## config.mk

```make
export PLATFORM = sky130hd
export DESIGN_NAME = pwm_duty_capture_averager
export DESIGN_NICKNAME = d
export VERILOG_FILES = /design/src/rtl/core/pdca_pkg.sv /design/src/rtl/core/pdca_ctrl.sv /design/src/rtl/core/pdca_dp.sv /design/src/rtl/core/pwm_duty_capture_averager.sv
export SDC_FILE = /design/constraint.sdc
export NUM_CORES = 1
export LEC_CHECK = 0
export BUFFER_PORTS_ARGS = -buffer_cell sky130_fd_sc_hd__buf_2
export CELL_PAD_IN_SITES_DETAIL_PLACEMENT = 0
export CELL_PAD_IN_SITES_GLOBAL_PLACEMENT = 1
export CORE_ASPECT_RATIO = 0.6
export CORE_UTILIZATION = 45
export DETAILED_ROUTE_END_ITERATION = 8
export PLACE_DENSITY = 0.81
export SKIP_CTS_REPAIR_TIMING = 1
export SKIP_LAST_GASP = 1
export SLEW_MARGIN = 20
export SYNTH_ARGS = -nofsm -noshare
export SYNTH_HDL_FRONTEND = slang
export SYNTH_SLANG_ARGS = --single-unit
```

## constraint.sdc

```tcl
create_clock -name clk -period 7.94 [get_ports clk]
set_input_delay 1.191 -clock clk [delete_from_list [all_inputs] [get_ports clk]]
set_output_delay 1.191 -clock clk [all_outputs]
set_load 0.05 [all_outputs]
```

## src/rtl/core/pdca_pkg.sv

```systemverilog
// Shared types and constants for the PWM duty-cycle capture averager.
// Used by pdca_ctrl, pdca_dp and pwm_duty_capture_averager; no dependencies.
`timescale 1ns / 1ps
`default_nettype none

package pdca_pkg;

  localparam int unsigned AVG_LOG2_DEF   = 3;
  localparam int unsigned COUNT_BITS_DEF = 16;

  localparam int unsigned FIELD_W = 16;
  localparam logic [FIELD_W-1:0] FULL_SCALE_RST = 16'd1000;
  localparam logic [FIELD_W-1:0] OUT_MAX        = 16'hFFFF;

  // APB map: 32-bit data bus; the full-scale register is selected by paddr[2] == 0
  localparam int unsigned APB_ADDR_W = 3;
  localparam int unsigned APB_DATA_W = 32;
  localparam logic [0:0]  REG_FULL_SCALE = 1'b0;

  typedef struct packed {
    logic [FIELD_W-1:0] falling_capture;
    logic [FIELD_W-1:0] rising_capture;
    logic               pin_level;
  } in_item_t;

  typedef struct packed {
    logic [FIELD_W-1:0] duty_value;
    logic [FIELD_W-1:0] avg_high;
    logic [FIELD_W-1:0] avg_period;
  } out_item_t;

  // controller -> datapath / output stage
  typedef struct packed {
    logic cap_load;
    logic ref_set;
    logic diff_en;
    logic adj_en;
    logic acc_en;
    logic avg_load;
    logic div_init;
    logic div_step;
    logic out_load;
  } cmd_t;

  // datapath -> controller
  typedef struct packed {
    logic have_ref;
    logic batch_last;
  } stat_t;

endpackage

`default_nettype wire

```

## src/rtl/core/pdca_ctrl.sv

```systemverilog
// Sequencing FSM for the duty-cycle averager: capture, difference, adjust, accumulate,
// average, multiply, the iterative divide and the output load. Uses pdca_pkg command and status types.
`timescale 1ns / 1ps
`default_nettype none

module pdca_ctrl #(
  parameter int unsigned COUNT_BITS = pdca_pkg::COUNT_BITS_DEF
) (
  input  wire logic          clk,
  input  wire logic          rst_n,
  input  wire logic          in_valid,
  output logic               in_stall,
  input  wire pdca_pkg::stat_t stat,
  input  wire logic          out_free,
  output pdca_pkg::cmd_t     cmd
);

  localparam int unsigned DIV_STEPS = pdca_pkg::FIELD_W + COUNT_BITS;
  localparam int unsigned STEP_W    = $clog2(DIV_STEPS);

  typedef enum logic [2:0] {
    S_IDLE,
    S_DIFF,
    S_ADJ,
    S_ACC,
    S_AVG,
    S_MUL,
    S_DIV,
    S_DONE
  } state_t;

  state_t            state_r, state_nxt;
  logic [STEP_W-1:0] step_r, step_nxt;

  assign in_stall = (state_r != S_IDLE);

  always_comb begin
    state_nxt = state_r;
    step_nxt  = step_r;
    cmd       = '0;
    case (state_r)
      S_IDLE: begin
        if (in_valid) begin
          cmd.cap_load = 1'b1;
          state_nxt    = S_DIFF;
        end
      end
      S_DIFF: begin
        if (stat.have_ref) begin
          cmd.diff_en = 1'b1;
          state_nxt   = S_ADJ;
        end else begin
          cmd.ref_set = 1'b1;
          state_nxt   = S_IDLE;
        end
      end
      S_ADJ: begin
        cmd.adj_en = 1'b1;
        state_nxt  = S_ACC;
      end
      S_ACC: begin
        cmd.acc_en = 1'b1;
        state_nxt  = stat.batch_last ? S_AVG : S_IDLE;
      end
      S_AVG: begin
        cmd.avg_load = 1'b1;
        state_nxt    = S_MUL;
      end
      S_MUL: begin
        cmd.div_init = 1'b1;
        step_nxt     = '0;
        state_nxt    = S_DIV;
      end
      S_DIV: begin
        cmd.div_step = 1'b1;
        step_nxt     = step_r + STEP_W'(1);
        if (step_r == STEP_W'(DIV_STEPS - 1)) begin
          state_nxt = S_DONE;
        end
      end
      S_DONE: begin
        if (out_free) begin
          cmd.out_load = 1'b1;
          state_nxt    = S_IDLE;
        end
      end
      default: begin
        state_nxt = S_IDLE;
      end
    endcase
  end

  always_ff @(posedge clk) begin
    if (!rst_n) begin
      state_r <= S_IDLE;
      step_r  <= '0;
    end else begin
      state_r <= state_nxt;
      step_r  <= step_nxt;
    end
  end

  a_div_follows_init: assert property (@(posedge clk) disable iff (!rst_n)
    cmd.div_init |=> cmd.div_step)
    else $error("divide did not start after operand load");

  a_cmd_exclusive: assert property (@(posedge clk) disable iff (!rst_n)
    $onehot0({cmd.cap_load, cmd.ref_set, cmd.diff_en, cmd.adj_en, cmd.acc_en,
              cmd.avg_load, cmd.div_init, cmd.div_step, cmd.out_load}))
    else $error("more than one datapath command in a cycle");

endmodule

`default_nettype wire

```

## src/rtl/core/pdca_dp.sv

```systemverilog
// Datapath for the duty-cycle averager: capture registers, modular differences,
// running sums, multiply and a restoring divider. Driven by pdca_ctrl commands.
`timescale 1ns / 1ps
`default_nettype none

module pdca_dp #(
  parameter int unsigned AVG_LOG2   = pdca_pkg::AVG_LOG2_DEF,
  parameter int unsigned COUNT_BITS = pdca_pkg::COUNT_BITS_DEF
) (
  input  wire logic                          clk,
  input  wire logic                          rst_n,
  input  wire pdca_pkg::cmd_t                cmd,
  input  wire pdca_pkg::in_item_t            in_item,
  input  wire logic [pdca_pkg::FIELD_W-1:0]  full_scale,
  output pdca_pkg::stat_t                    stat,
  output pdca_pkg::out_item_t                result
);

  localparam int unsigned FW        = pdca_pkg::FIELD_W;
  localparam int unsigned CB        = COUNT_BITS;
  localparam int unsigned SUM_W     = CB + AVG_LOG2;
  localparam int unsigned CNT_W     = AVG_LOG2 + 1;
  localparam int unsigned BATCH_LEN = 1 << AVG_LOG2;
  localparam int unsigned DW        = FW + CB;

  logic [CB-1:0]    fall_r, rise_r, last_rise_r;
  logic             pin_r, have_ref_r;
  logic [CB-1:0]    hd_r, pd_r, high_r;
  logic [SUM_W-1:0] hsum_r, psum_r;
  logic [CNT_W-1:0] count_r;
  logic [CB-1:0]    ah_r, ap_r;
  logic [DW-1:0]    quo_r;
  logic [CB:0]      rem_r;

  logic [DW-1:0]    prod;
  logic [CB:0]      rem_sh;
  logic             rem_ge;
  logic [31:0]      ah_ext, ap_ext;

  assign stat.have_ref   = have_ref_r;
  assign stat.batch_last = (count_r == CNT_W'(BATCH_LEN - 1));

  assign prod   = DW'(full_scale) * DW'(ah_r);
  // one restoring step per cycle; remainder stays below the divisor
  assign rem_sh = {rem_r[CB-1:0], quo_r[DW-1]};
  assign rem_ge = (rem_sh >= {1'b0, ap_r});

  always_ff @(posedge clk) begin
    if (!rst_n) begin
      have_ref_r  <= 1'b0;
      last_rise_r <= '0;
      count_r     <= '0;
      hsum_r      <= '0;
      psum_r      <= '0;
    end else begin
      if (cmd.ref_set) begin
        have_ref_r  <= 1'b1;
        last_rise_r <= rise_r;
      end
      if (cmd.diff_en) begin
        last_rise_r <= rise_r;
      end
      if (cmd.acc_en) begin
        hsum_r  <= hsum_r + SUM_W'(high_r);
        psum_r  <= psum_r + SUM_W'(pd_r);
        count_r <= count_r + CNT_W'(1);
      end
      if (cmd.avg_load) begin
        have_ref_r <= 1'b0;
        hsum_r     <= '0;
        psum_r     <= '0;
        count_r    <= '0;
      end
    end
  end

  always_ff @(posedge clk) begin
    if (cmd.cap_load) begin
      fall_r <= CB'(in_item.falling_capture);
      rise_r <= CB'(in_item.rising_capture);
      pin_r  <= in_item.pin_level;
    end
    if (cmd.diff_en) begin
      hd_r <= fall_r - last_rise_r;
      pd_r <= rise_r - last_rise_r;
    end
    if (cmd.adj_en) begin
      // high time at or past the period: clamp if pin high, else wrap back
      if (hd_r >= pd_r) begin
        high_r <= pin_r ? pd_r : (hd_r - pd_r);
      end else begin
        high_r <= hd_r;
      end
    end
    if (cmd.avg_load) begin
      ah_r <= hsum_r[SUM_W-1:AVG_LOG2];
      ap_r <= psum_r[SUM_W-1:AVG_LOG2];
    end
    if (cmd.div_init) begin
      quo_r <= prod;
      rem_r <= '0;
    end else if (cmd.div_step) begin
      quo_r <= {quo_r[DW-2:0], rem_ge};
      rem_r <= rem_ge ? (rem_sh - {1'b0, ap_r}) : rem_sh;
    end
  end

  assign ah_ext = 32'(ah_r);
  assign ap_ext = 32'(ap_r);

  always_comb begin
    if (ap_r == '0) begin
      result.duty_value = full_scale;
    end else if (quo_r > DW'(full_scale)) begin
      result.duty_value = full_scale;
    end else begin
      result.duty_value = quo_r[FW-1:0];
    end
    result.avg_high   = (ah_ext > 32'(pdca_pkg::OUT_MAX)) ? pdca_pkg::OUT_MAX
                                                          : ah_ext[FW-1:0];
    result.avg_period = (ap_ext > 32'(pdca_pkg::OUT_MAX)) ? pdca_pkg::OUT_MAX
                                                          : ap_ext[FW-1:0];
  end

  a_batch_rearm: assert property (@(posedge clk) disable iff (!rst_n)
    cmd.avg_load |=> (hsum_r == '0 && psum_r == '0 && count_r == '0 && !have_ref_r))
    else $error("batch state not cleared after averaging");

endmodule

`default_nettype wire

```

## src/rtl/core/pwm_duty_capture_averager.sv

```systemverilog
// A batch-closing request runs difference, adjust, accumulate, average, multiply
// and the one-bit-per-cycle divider. Input stalls while any request is in work;
// the batch-closing one blocks input until its result enters the output register.
// Reset (rst_n, synchronous): full_scale returns to 1000, sums and reference
// clear, output invalid. Top level: APB register, output register, ctrl + dp.
`timescale 1ns / 1ps
`default_nettype none

module pwm_duty_capture_averager #(
  parameter int unsigned AVG_LOG2   = pdca_pkg::AVG_LOG2_DEF,
  parameter int unsigned COUNT_BITS = pdca_pkg::COUNT_BITS_DEF
) (
  input  wire logic                              clk,
  input  wire logic                              rst_n,
  input  wire logic                              in_valid,
  output logic                                   in_stall,
  input  wire pdca_pkg::in_item_t                in_data,
  output logic                                   out_valid,
  input  wire logic                              out_stall,
  output pdca_pkg::out_item_t                    out_data,
  input  wire logic                              psel,
  input  wire logic                              penable,
  input  wire logic                              pwrite,
  input  wire logic [pdca_pkg::APB_ADDR_W-1:0]   paddr,
  input  wire logic [pdca_pkg::APB_DATA_W-1:0]   pwdata,
  output logic [pdca_pkg::APB_DATA_W-1:0]        prdata,
  output logic                                   pready
);

  localparam int unsigned FW = pdca_pkg::FIELD_W;

  pdca_pkg::cmd_t      cmd;
  pdca_pkg::stat_t     stat;
  pdca_pkg::out_item_t result;

  logic [FW-1:0]       full_scale_r;
  logic                out_valid_r;
  pdca_pkg::out_item_t out_data_r;
  logic                out_free;
  logic                reg_hit;

  assign pready  = 1'b1;
  assign reg_hit = (paddr[2] == pdca_pkg::REG_FULL_SCALE);
  assign prdata  = reg_hit ? pdca_pkg::APB_DATA_W'(full_scale_r) : '0;

  always_ff @(posedge clk) begin
    if (!rst_n) begin
      full_scale_r <= pdca_pkg::FULL_SCALE_RST;
    end else if (psel && penable && pwrite && reg_hit) begin
      full_scale_r <= pwdata[FW-1:0];
    end
  end

  // output register: free when empty or being drained this cycle
  assign out_free  = !out_valid_r || !out_stall;
  assign out_valid = out_valid_r;
  assign out_data  = out_data_r;

  always_ff @(posedge clk) begin
    if (!rst_n) begin
      out_valid_r <= 1'b0;
    end else if (cmd.out_load) begin
      out_valid_r <= 1'b1;
    end else if (!out_stall) begin
      out_valid_r <= 1'b0;
    end
  end

  always_ff @(posedge clk) begin
    if (cmd.out_load) begin
      out_data_r <= result;
    end
  end

  pdca_ctrl #(
    .COUNT_BITS (COUNT_BITS)
  ) u_ctrl (
    .clk      (clk),
    .rst_n    (rst_n),
    .in_valid (in_valid),
    .in_stall (in_stall),
    .stat     (stat),
    .out_free (out_free),
    .cmd      (cmd)
  );

  pdca_dp #(
    .AVG_LOG2   (AVG_LOG2),
    .COUNT_BITS (COUNT_BITS)
  ) u_dp (
    .clk        (clk),
    .rst_n      (rst_n),
    .cmd        (cmd),
    .in_item    (in_data),
    .full_scale (full_scale_r),
    .stat       (stat),
    .result     (result)
  );

  a_no_overwrite: assert property (@(posedge clk) disable iff (!rst_n)
    cmd.out_load |-> (!out_valid_r || !out_stall))
    else $error("result loaded over a held, stalled result");

endmodule

`default_nettype wire
```

==> impl_metrics.py, run 1 <==
metrics = {
    "synthesis": {
        "yosysWarnings": 0,
        "avgSynthCellArea_um2": 9.565,
        "netlist_top_cells_area": "edfxtp_1, fa_1, ha_1",
        "synth_most_common_cell": "nand2_1",
        "synthArstFlopShare_pct": 0,
        "synth_edf_count": 193,
        "netlist_area_um2": 23870,
        "yosys.area.top_type_share_pct": 24.28,
        "ys_ff_latch": 293,
        "yosysSeqAreaShare_pct": 32.67,
        "ys_types": 75,
        "synth_common_cells": "nand2_1, inv_1, ha_1",
        "synth_largest_area_cell": "edfxtp_1",
        "ys_dominant_reg_cell": "edfxtp_1",
        "synth_cells": 2495,
    },
    "placed_design": {
        "io_buffers": 122,
        "post_dp_cell_area_um2": 25240,
        "dp_hpwl_mm": 46.73,
        "routabilityCongestion": 0.8965,
    },
    "die": {
        "rows": 64,
        "dieArea_um2": 53990,
        "die_h_um": 180.4,
        "start_util_pct": 46.21,
        "io_pins": 158,
        "core-area_um2": 51650,
        "die_w_um": 299.3,
    },
    "clock_network": {
        "numClockSinks": 293,
        "clk_path_buf_depth": 3,
        "cts_buffers": 30,
        "insertion_delay_ps": 590,
        "cts-root-buf": "clkbuf_16",
        "cts_tree": "done",
        "clk_pin_slew_worst_paths_ps": 70,
        "htree_levels": 1,
    },
    "detailed_routing": {
        "drc_errors": 0,
        "wirelength_mm": 59.96,
        "vias": 17575,
        "drtPass1Iterations": 5,
        "wl_per_cell_um": 18.11,
        "ant_nets": 0,
        "viasPerCell": 5.308,
        "drtIter0Drc": 1248,
    },
    "sta": {
        "drv_slew": 0,
        "rsz0062_at_grt": "no",
        "setup_viol": 0,
        "period_needed_ps": 7235,
        "fin_skew_ps": 32.83,
        "fin_setup_tns_ps": 0,
        "final_hold_viol_count": 0,
        "worst_pin_slew_ps": 1003,
        "period_share_pct": 91.12,
        "maxSlewHeadroom_pct": 32.96,
        "timing.fmax_mhz": 138.2,
    },
    "global_route": {
        "grt_overflow_total": 0,
        "grt_use_met2_pct": 31.68,
        "grt_usage_pct": 22.26,
        "antenna_found_initial": 2,
        "met1_usage_pct": 35.60,
        "grt.busiest_layer": "met1",
        "grt_max_degree": 44,
        "grt_pass1_wl_mm": 95.53,
        "grt_pass1_vias": 17345,
        "grt.met3_usage_pct": 3.436,
    },
    "final_layout": {
        "nets": 3086,
        "fin_util_pct": 50.90,
        "fin_area_um2": 26290,
        "diodes": 0,
        "drive_gt1_share_pct": 9.396,
        "area_growth_pct": 10.15,
    },
    "worst_setup_path": {
        "startpoint": "full_scale_r[6]",
        "r2r_cells": 22,
        "cp.required_ps": 8250,
        "timing.rr.end": "u_dp.quo_r[30]",
        "cp_data_arrival_time_ps": 7540,
        "setup.worst_path.end_class": "register",
        "critical_path_class": "register to register",
        "path_common_cell": "fa_1",
        "timing.rr.start": "full_scale_r[6]",
        "cp-start-kind": "register",
        "crit_chain": "buf_4, and2_1, fa_1, inv_1, fa_1, fa_1, fa_1, inv_1, fa_1, inv_1, fa_1, inv_1, ha_1, nand3_1, o22ai_1, nor2_1, a31oi_2, a41oi_4, nor4b_1, a2111oi_2, xnor2_1, o21ai_1",
        "r2r_slack_ps": 710,
        "cpPeakStageDelay_ps": 830,
        "worstSetupEndpoint": "u_dp.quo_r[30]",
        "cp_slowest_cell": "dfxtp_1",
        "crit_fanout": 11,
    },
    "power_and_ir_drop": {
        "static-leakage-power_nw": 11.75,
        "swShare_pct": 31.50,
        "power_mw": 4.425,
        "clockPowerShare_pct": 33.8,
        "combPwrFrac_pct": 27.9,
        "seq_power_share_pct": 38.2,
        "vdd.ir_drop.worst_mv": 0.1347,
        "p_int_mw": 3.032,
        "switchingPower_mw": 1.394,
        "power.density_nw_per_um2": 168.3,
    },
    "min_path": {
        "hp-class": "register to register",
    },
    "status": {
        "outcome": "finished clean",
    },
    "run": {
        "drv_cap": 0,
    },
}
critical path, delay by kind of cell (launching register included):
kind | cells | cell delay, ps
xor gates and xnor gates | 1 | 240
DFF | 1 | 830
buffers and inverters | 5 | 570
AOI/OAI and AO/OA | 5 | 1210
adders and majority gates | 7 | 3260
and+or+nand+nor | 4 | 840
state kept, by name, summed over array words and instances (netlist names), 19 cells and up:
signal,cells
out_data,48
u_dp.hsum_r,19
u_dp.psum_r,19
u_dp.quo_r,32
metal layers:
metal,share of wire (%),wire (um),vias to the layer above
li1,-,-,8498
met5,0,0,-
met3,6.2,3688,61
met1,52,31320,8565
met4,1.7,1024,0
met2,40,23930,451
logic make-up (layout without fill, tap and decap cells):
group                    after synthesis  after routing  share of synthesized area (%)
AO/OA/AOI/OAI                        468            468                          12.36
AND/OR/NAND/NOR                      736            736                          14.32
multiplexers                          30             30                          1.353
buffers and inverters                446            554                          7.335
XOR/XNOR                             103            103                          3.780
flip-flops                           293            293                          32.67
other                                  2             17                        0.03147
adder cells (fa/ha/maj)              417            417                          28.15
through the flow:
| stage | setup WS, ps | instances | hold slack (ps) |
|---|---|---|---|
| global placement | 890.4 | 3254 | 427.4 |
| finish | 705.1 | 3311 | 448.5 |
| global route | 431.8 | 3311 | 463.3 |
| detailed placement | 852.4 | 3254 | 431.7 |
| floorplan | 1593 | 2510 | 415.0 |
| CTS | 806.0 | 3310 | 445.9 |
final cells by class:
cell class	instances	area (um^2)
clock buffer	40	872.1
clock inverter	16	158.9
fill	4715	25360
inverter	337	1265
multi-input combinational	1771	14420
sequential	293	7797
tap	693	867.1
timing repair buffer	161	910.9
cell usage in the layout, fill, tap and decap left out, drive strengths merged, types with 34 or more instances in the layout:
master	Yosys	final
nand2	343	343
inv	336	337
ha	217	217
fa	200	200
edfxtp	193	193
buf	24	161
a21oi	145	145
and2	123	123
nor2	122	122
o21ai	113	113
dfxtp	100	100
xnor2	75	75
a21o	49	49
clkbuf	85	40
a21boi	34	34
power by group through the flow:
stage          sequential (mW)  combinational (mW)  clock, mW
3_5_place_dp              1.73                1.22          0
5_1_grt                   1.69                1.39       1.59
2_1_floorplan             1.71               0.975          0
6_report                  1.69                1.24       1.50
3_3_place_gp              1.72                1.19          0
4_1_cts                   1.69                1.23       1.54
worst min path at each step:
stage / startpoint / end / slack (ps) / depth (start not counted)
2_1_floorplan: u_ctrl.step_r[3] / u_ctrl.step_r[3] / 410 / 1
3_3_place_gp: u_dp.hsum_r[18] / u_dp.ah_r[15] / 430 / 0
3_5_place_dp: u_dp.hsum_r[18] / u_dp.ah_r[15] / 430 / 0
4_1_cts: u_dp.hsum_r[18] / u_dp.ah_r[15] / 450 / 0
5_1_grt: u_dp.hsum_r[18] / u_dp.ah_r[15] / 460 / 0
6_report: u_dp.hsum_r[18] / u_dp.ah_r[15] / 450 / 0
Power figures use the tool's default switching activity.
==> run 2, diff against run 1 <==
SYNTH_HIERARCHICAL = 1   (was default)
==> impl_metrics.py, run 2 <==
metrics = {
    "global_route": {
        "grt_max_degree": 56,
        "grt_pass1_vias": 17964,
        "antenna_found_initial": 0,
        "grt_pass1_wl_mm": 101.4,
        "grt_overflow_total": 0,
        "grt_usage_pct": 23.49,
    },
    "placed_design": {
        "routabilityCongestion": 0.9150,
        "dp_hpwl_mm": 49.37,
        "io_buffers": 122,
        "dp_cells": 3270,
        "pre_cts_ws_ps": 949.6,
    },
    "detailed_routing": {
        "ant_nets": 0,
        "viasPerCell": 5.514,
        "vias": 18349,
        "drtPass1Iterations": 5,
        "wl_per_cell_um": 19.37,
        "drtIter0Drc": 1804,
        "wirelength_mm": 64.46,
        "drc_errors": 0,
    },
    "synthesis": {
        "synthArstFlopShare_pct": 0,
        "netlist_top_cells_area": "edfxtp_1, fa_1, ha_1",
        "synth_most_common_cell": "inv_1",
        "ys_types": 84,
        "yosysWarnings": 6,
        "yosys.area.top_type_share_pct": 23.64,
        "avgSynthCellArea_um2": 9.806,
        "netlist_area_um2": 24520,
        "ys_ff_latch": 293,
        "synth_common_cells": "inv_1, nand2_1, ha_1",
        "yosysSeqAreaShare_pct": 31.81,
        "ys_dominant_reg_cell": "edfxtp_1",
        "synth_cells": 2500,
        "synth_largest_area_cell": "edfxtp_1",
        "synth_edf_count": 193,
    },
    "die": {
        "die_h_um": 182.8,
        "rows": 65,
        "dieArea_um2": 55450,
        "start_util_pct": 46.09,
        "core-area_um2": 53190,
        "die_w_um": 303.3,
        "io_pins": 158,
    },
    "min_path": {
        "min-delay-start": "u_dp/last_rise_r[11]",
        "min_to": "u_dp/last_rise_r[11]",
        "whs_path_depth": 2,
        "hp-class": "register to register",
    },
    "worst_setup_path": {
        "timing.rr.end": "u_dp/quo_r[26]",
        "r2r_cells": 20,
        "cp_data_arrival_time_ps": 7470,
        "cp.required_ps": 8260,
        "timing.rr.start": "full_scale_r[7]",
        "cpPeakStageDelay_ps": 910,
        "cp-start-kind": "register",
        "startpoint": "full_scale_r[7]",
        "cp_slowest_cell": "dfxtp_1",
        "r2r_slack_ps": 790,
        "setup.worst_path.end_class": "register",
        "path_common_cell": "fa_1",
        "critical_path_class": "register to register",
        "crit_fanout": 15,
        "crit_chain": "buf_4, nand2_1, fa_1, fa_1, fa_1, fa_1, inv_1, fa_1, inv_1, fa_1, inv_1, ha_1, a21o_1, a21oi_1, a2bb2oi_1, o211ai_2, o41ai_2, o221ai_2, xnor2_1, mux2_2",
        "cp_top_family": "adder cells",
        "worst-path-buf-inv": 4,
    },
    "clock_network": {
        "numClockSinks": 293,
        "htree_levels": 1,
        "insertion_delay_ps": 590,
        "clk_path_buf_depth": 3,
        "cts_buffers": 31,
        "cts_tree": "done",
        "clk_pin_slew_worst_paths_ps": 70,
        "cts-root-buf": "clkbuf_16",
    },
    "sta": {
        "drv_slew": 0,
        "fin_skew_ps": 24.03,
        "timing.fmax_mhz": 139.8,
        "setup_viol": 0,
        "maxSlewHeadroom_pct": 29.69,
        "period_share_pct": 90.10,
        "whs_ps": 453.4,
        "fin_setup_tns_ps": 0,
        "rsz0062_at_grt": "no",
        "period_needed_ps": 7154,
        "final_hold_viol_count": 0,
        "worst_pin_slew_ps": 1053,
        "setup_ws_ps": 785.7,
    },
    "final_layout": {
        "final_cells": 3328,
        "area_growth_pct": 9.646,
        "most-common-layout-cells": "inv_1, nand2_1, ha_1",
        "largest_reg_flops": 48,
        "final_common_cell": "inv_1",
        "nets": 3092,
        "drive_gt1_share_pct": 10.18,
        "fillers": 4826,
    },
    "power_and_ir_drop": {
        "static-leakage-power_nw": 12.01,
        "power.density_nw_per_um2": 395.0,
        "vdd.ir_drop.worst_mv": 0.3972,
    },
    "run": {
        "drv_cap": 0,
    },
    "status": {
        "outcome": "finished clean",
    },
}
## run 2: cell count changes after synthesis, sizes merged, moves of 23 or more
cell,delta
mux2i,+47
nor2,+23
nand2,-65
nor2b,+23
a21oi,-31
o21ai,-34
## run 2: how the worst max path moves through the flow
stage                     cells after the start              to  slack [ps]
final                                        20  u_dp/quo_r[26]         790
after global routing                         19  u_dp/quo_r[26]         500
after CTS                                    20  u_dp/quo_r[26]         910
after detailed placement                     19  u_dp/quo_r[26]         950
after global placement                       21  u_dp/quo_r[26]         940
after floorplan                              23  u_dp/quo_r[26]        1710
## run 2: where the power goes
group	switching, mW	leakage [nW]	internal (mW)
Sequential	0.263	2.57	1.94
Combinational	4.23	8.94	2.72
Clock	0.642	0.494	0.820
Total	5.14	12.0	5.48
## run 2: logic make-up (layout without fill, tap and decap cells)
group / after synthesis / count (layout) / synth area share (%)
xor+xnor: 99 / 99 / 3.537
flops: 293 / 293 / 31.81
other cells: 2 / 18 / 0.03063
buf+inv: 433 / 542 / 7.104
fa+ha+maj: 417 / 417 / 27.41
compound gates: 413 / 413 / 11.07
simple gates: 749 / 749 / 14.88
mux: 94 / 94 / 4.170
## run 2: cell type report
type / instances / area, um^2 / share of cell area (%)
clock buffers: 38 / 843.3 / 3.137
inverters: 328 / 1232 / 4.585
multi-input cells: 1789 / 15090 / 56.14
well taps: 703 / 879.6 / 3.272
diodes: 1 / 2.502 / 0.009309
clock inverters: 19 / 161.4 / 0.6004
flip-flops and latches: 293 / 7797 / 29.01
repair buffers: 157 / 873.3 / 3.249
## run 2: per-layer routing
metal | up-vias | share of wire [%] | track usage, %
met3 | 82 | 9.8 | 5.082
li1 | 8593 | - | -
met5 | - | 0 | 0
met4 | 0 | 1.7 | 3.660
met1 | 8905 | 51 | 38.68
met2 | 769 | 38 | 31.05
## run 2: worst min-delay path, cell delays in order, from the launching register on
cell and delay [ps]:
dfxtp_1 310, nand2_1 50, a21boi_1 50
## run 2: metrics by stage
step / cell area [um^2] / util (%) / total power [mW]
2_1_floorplan: 24570 / - / 7.346
3_3_place_gp: 25870 / 48.63 / 8.884
3_5_place_dp: 25870 / 48.63 / 8.979
4_1_cts: 26870 / 50.52 / 10.52
5_1_grt: 26880 / 50.53 / 11.57
6_report: 26880 / 50.54 / 10.62
==> run 3, diff against run 2 <==
BUFFER_PORTS_ARGS = -buffer_cell sky130_fd_sc_hd__clkbuf_2   (was -buffer_cell sky130_fd_sc_hd__buf_2)
CORE_ASPECT_RATIO = 0.5   (was 0.6)
==> impl_metrics.py, run 3 (synthesis gave the netlist of run 2 again) <==
metrics = {
    "final_layout": {
        "fin_area_um2": 26750,
        "nets": 3081,
        "drive_gt1_share_pct": 9.644,
        "final_cells": 3327,
        "regArea_um2": 7797,
        "most-common-layout-cells": "inv_1, nand2_1, ha_1",
        "final_common_cell": "inv_1",
        "area_growth_pct": 9.125,
        "fin_util_pct": 49.77,
        "fillers": 5000,
        "largest_reg_flops": 48,
        "multi_input_area_um2": 15090,
    },
    "placed_design": {
        "post_dp_cell_area_um2": 25810,
        "dp_cells": 3270,
        "pre_cts_ws_ps": 1095,
        "routabilityCongestion": 0.8770,
        "dp_hpwl_mm": 41.34,
        "io_buffers": 122,
    },
    "detailed_routing": {
        "drtIter0Drc": 1047,
        "wirelength_mm": 54.53,
        "ant_nets": 0,
        "wl_per_cell_um": 16.39,
        "viasPerCell": 5.272,
        "drc_errors": 0,
        "vias": 17541,
        "drtPass1Iterations": 7,
    },
    "clock_network": {
        "clk_pin_slew_worst_paths_ps": 60,
        "cts_buffers": 30,
        "clk_path_buf_depth": 3,
        "cts_tree": "done",
        "insertion_delay_ps": 580,
        "htree_levels": 1,
        "cts-root-buf": "clkbuf_16",
        "numClockSinks": 293,
    },
    "power_and_ir_drop": {
        "vdd.ir_drop.worst_mv": 0.4921,
        "static-leakage-power_nw": 11.95,
        "power.density_nw_per_um2": 384.2,
        "power_mw": 10.28,
    },
    "worst_setup_path": {
        "r2r_cells": 19,
        "r2r_slack_ps": 1070,
        "timing.rr.start": "full_scale_r[3]",
        "crit_fanout": 20,
        "cp.required_ps": 8230,
        "setup.worst_path.end_class": "register",
        "cp-start-kind": "register",
        "startpoint": "full_scale_r[3]",
        "worstSetupEndpoint": "u_dp/quo_r[27]",
        "critical_path_class": "register to register",
        "timing.rr.end": "u_dp/quo_r[27]",
        "cp_data_arrival_time_ps": 7160,
    },
    "global_route": {
        "grt_pass1_wl_mm": 90.48,
        "grt_usage_pct": 19.84,
        "antenna_found_initial": 0,
        "grt_max_degree": 60,
        "grt_overflow_total": 0,
        "grt_pass1_vias": 17701,
    },
    "sta": {
        "setup_ws_ps": 1074,
        "maxSlewHeadroom_pct": 27.16,
        "rsz0062_at_grt": "no",
        "setup_viol": 0,
        "period_share_pct": 86.48,
        "period_needed_ps": 6866,
        "fin_skew_ps": 9.673,
        "worst_pin_slew_ps": 1091,
        "final_hold_viol_count": 0,
        "drv_slew": 0,
        "timing.fmax_mhz": 145.6,
        "whs_ps": 448.6,
        "fin_setup_tns_ps": 0,
    },
    "run": {
        "drv_cap": 0,
    },
    "die": {
        "rows": 60,
        "start_util_pct": 45.61,
        "io_pins": 158,
        "core-area_um2": 53750,
        "die_h_um": 167.0,
        "die_w_um": 332.1,
        "dieArea_um2": 55470,
    },
    "min_path": {
        "hp-class": "register to register",
    },
    "status": {
        "outcome": "finished clean",
    },
}
[run 3: area by class of cell]
| type | count | area share, % |
|---|---|---|
| clock inverters | 10 | 0.2853 |
| diodes | 1 | 0.009354 |
| clock buffers | 46 | 3.218 |
| repair buffers | 147 | 2.984 |
| inverters | 328 | 4.607 |
| multi-input cells | 1789 | 56.42 |
| well taps | 713 | 3.335 |
| flip-flops and latches | 293 | 29.15 |
[run 3: how the worst min path moves through the flow]
stage | depth (start not counted) | slack, ps | endpoint | from
6_report | 2 | 450 | u_dp/last_rise_r[12] | u_dp/last_rise_r[12]
5_1_grt | 2 | 470 | u_dp/last_rise_r[9] | u_dp/last_rise_r[9]
4_1_cts | 2 | 450 | u_dp/last_rise_r[12] | u_dp/last_rise_r[12]
3_5_place_dp | 2 | 440 | u_dp/last_rise_r[9] | u_dp/last_rise_r[9]
3_3_place_gp | 0 | 430 | u_dp/ah_r[15] | u_dp/hsum_r[18]
2_1_floorplan | 0 | 420 | u_dp/ah_r[15] | u_dp/hsum_r[18]
[run 3: metal layers]
| layer | part of all wire (%) | vias to the layer above | GRT usage, % |
|---|---|---|---|
| met4 | 2.2 | 0 | 4.610 |
| met5 | 0 | - | 0 |
| met2 | 47 | 390 | 33.85 |
| met1 | 47 | 8520 | 27.66 |
| met3 | 4.1 | 80 | 1.304 |
| li1 | - | 8551 | - |
[run 3: report_power, final]
| part | internal [mW] | switching [mW] | total (mW) |
|---|---|---|---|
| Sequential | 1.94 | 0.240 | 2.18 |
| Clock | 0.749 | 0.610 | 1.36 |
| Combinational | 2.70 | 4.04 | 6.73 |
[run 3: worst max-delay path: stages, from the launching register on]
cell	delay (ps)
dfxtp_1	1040
nand2_1	200
fa_1	580
inv_1	60
fa_1	470
ha_1	340
fa_1	520
fa_1	570
inv_1	60
fa_1	550
inv_1	40
ha_1	390
a21oi_1	220
o22ai_1	130
a211oi_1	330
a31o_2	270
o21ai_1	120
o31ai_1	350
xor2_1	220
a21oi_1	120
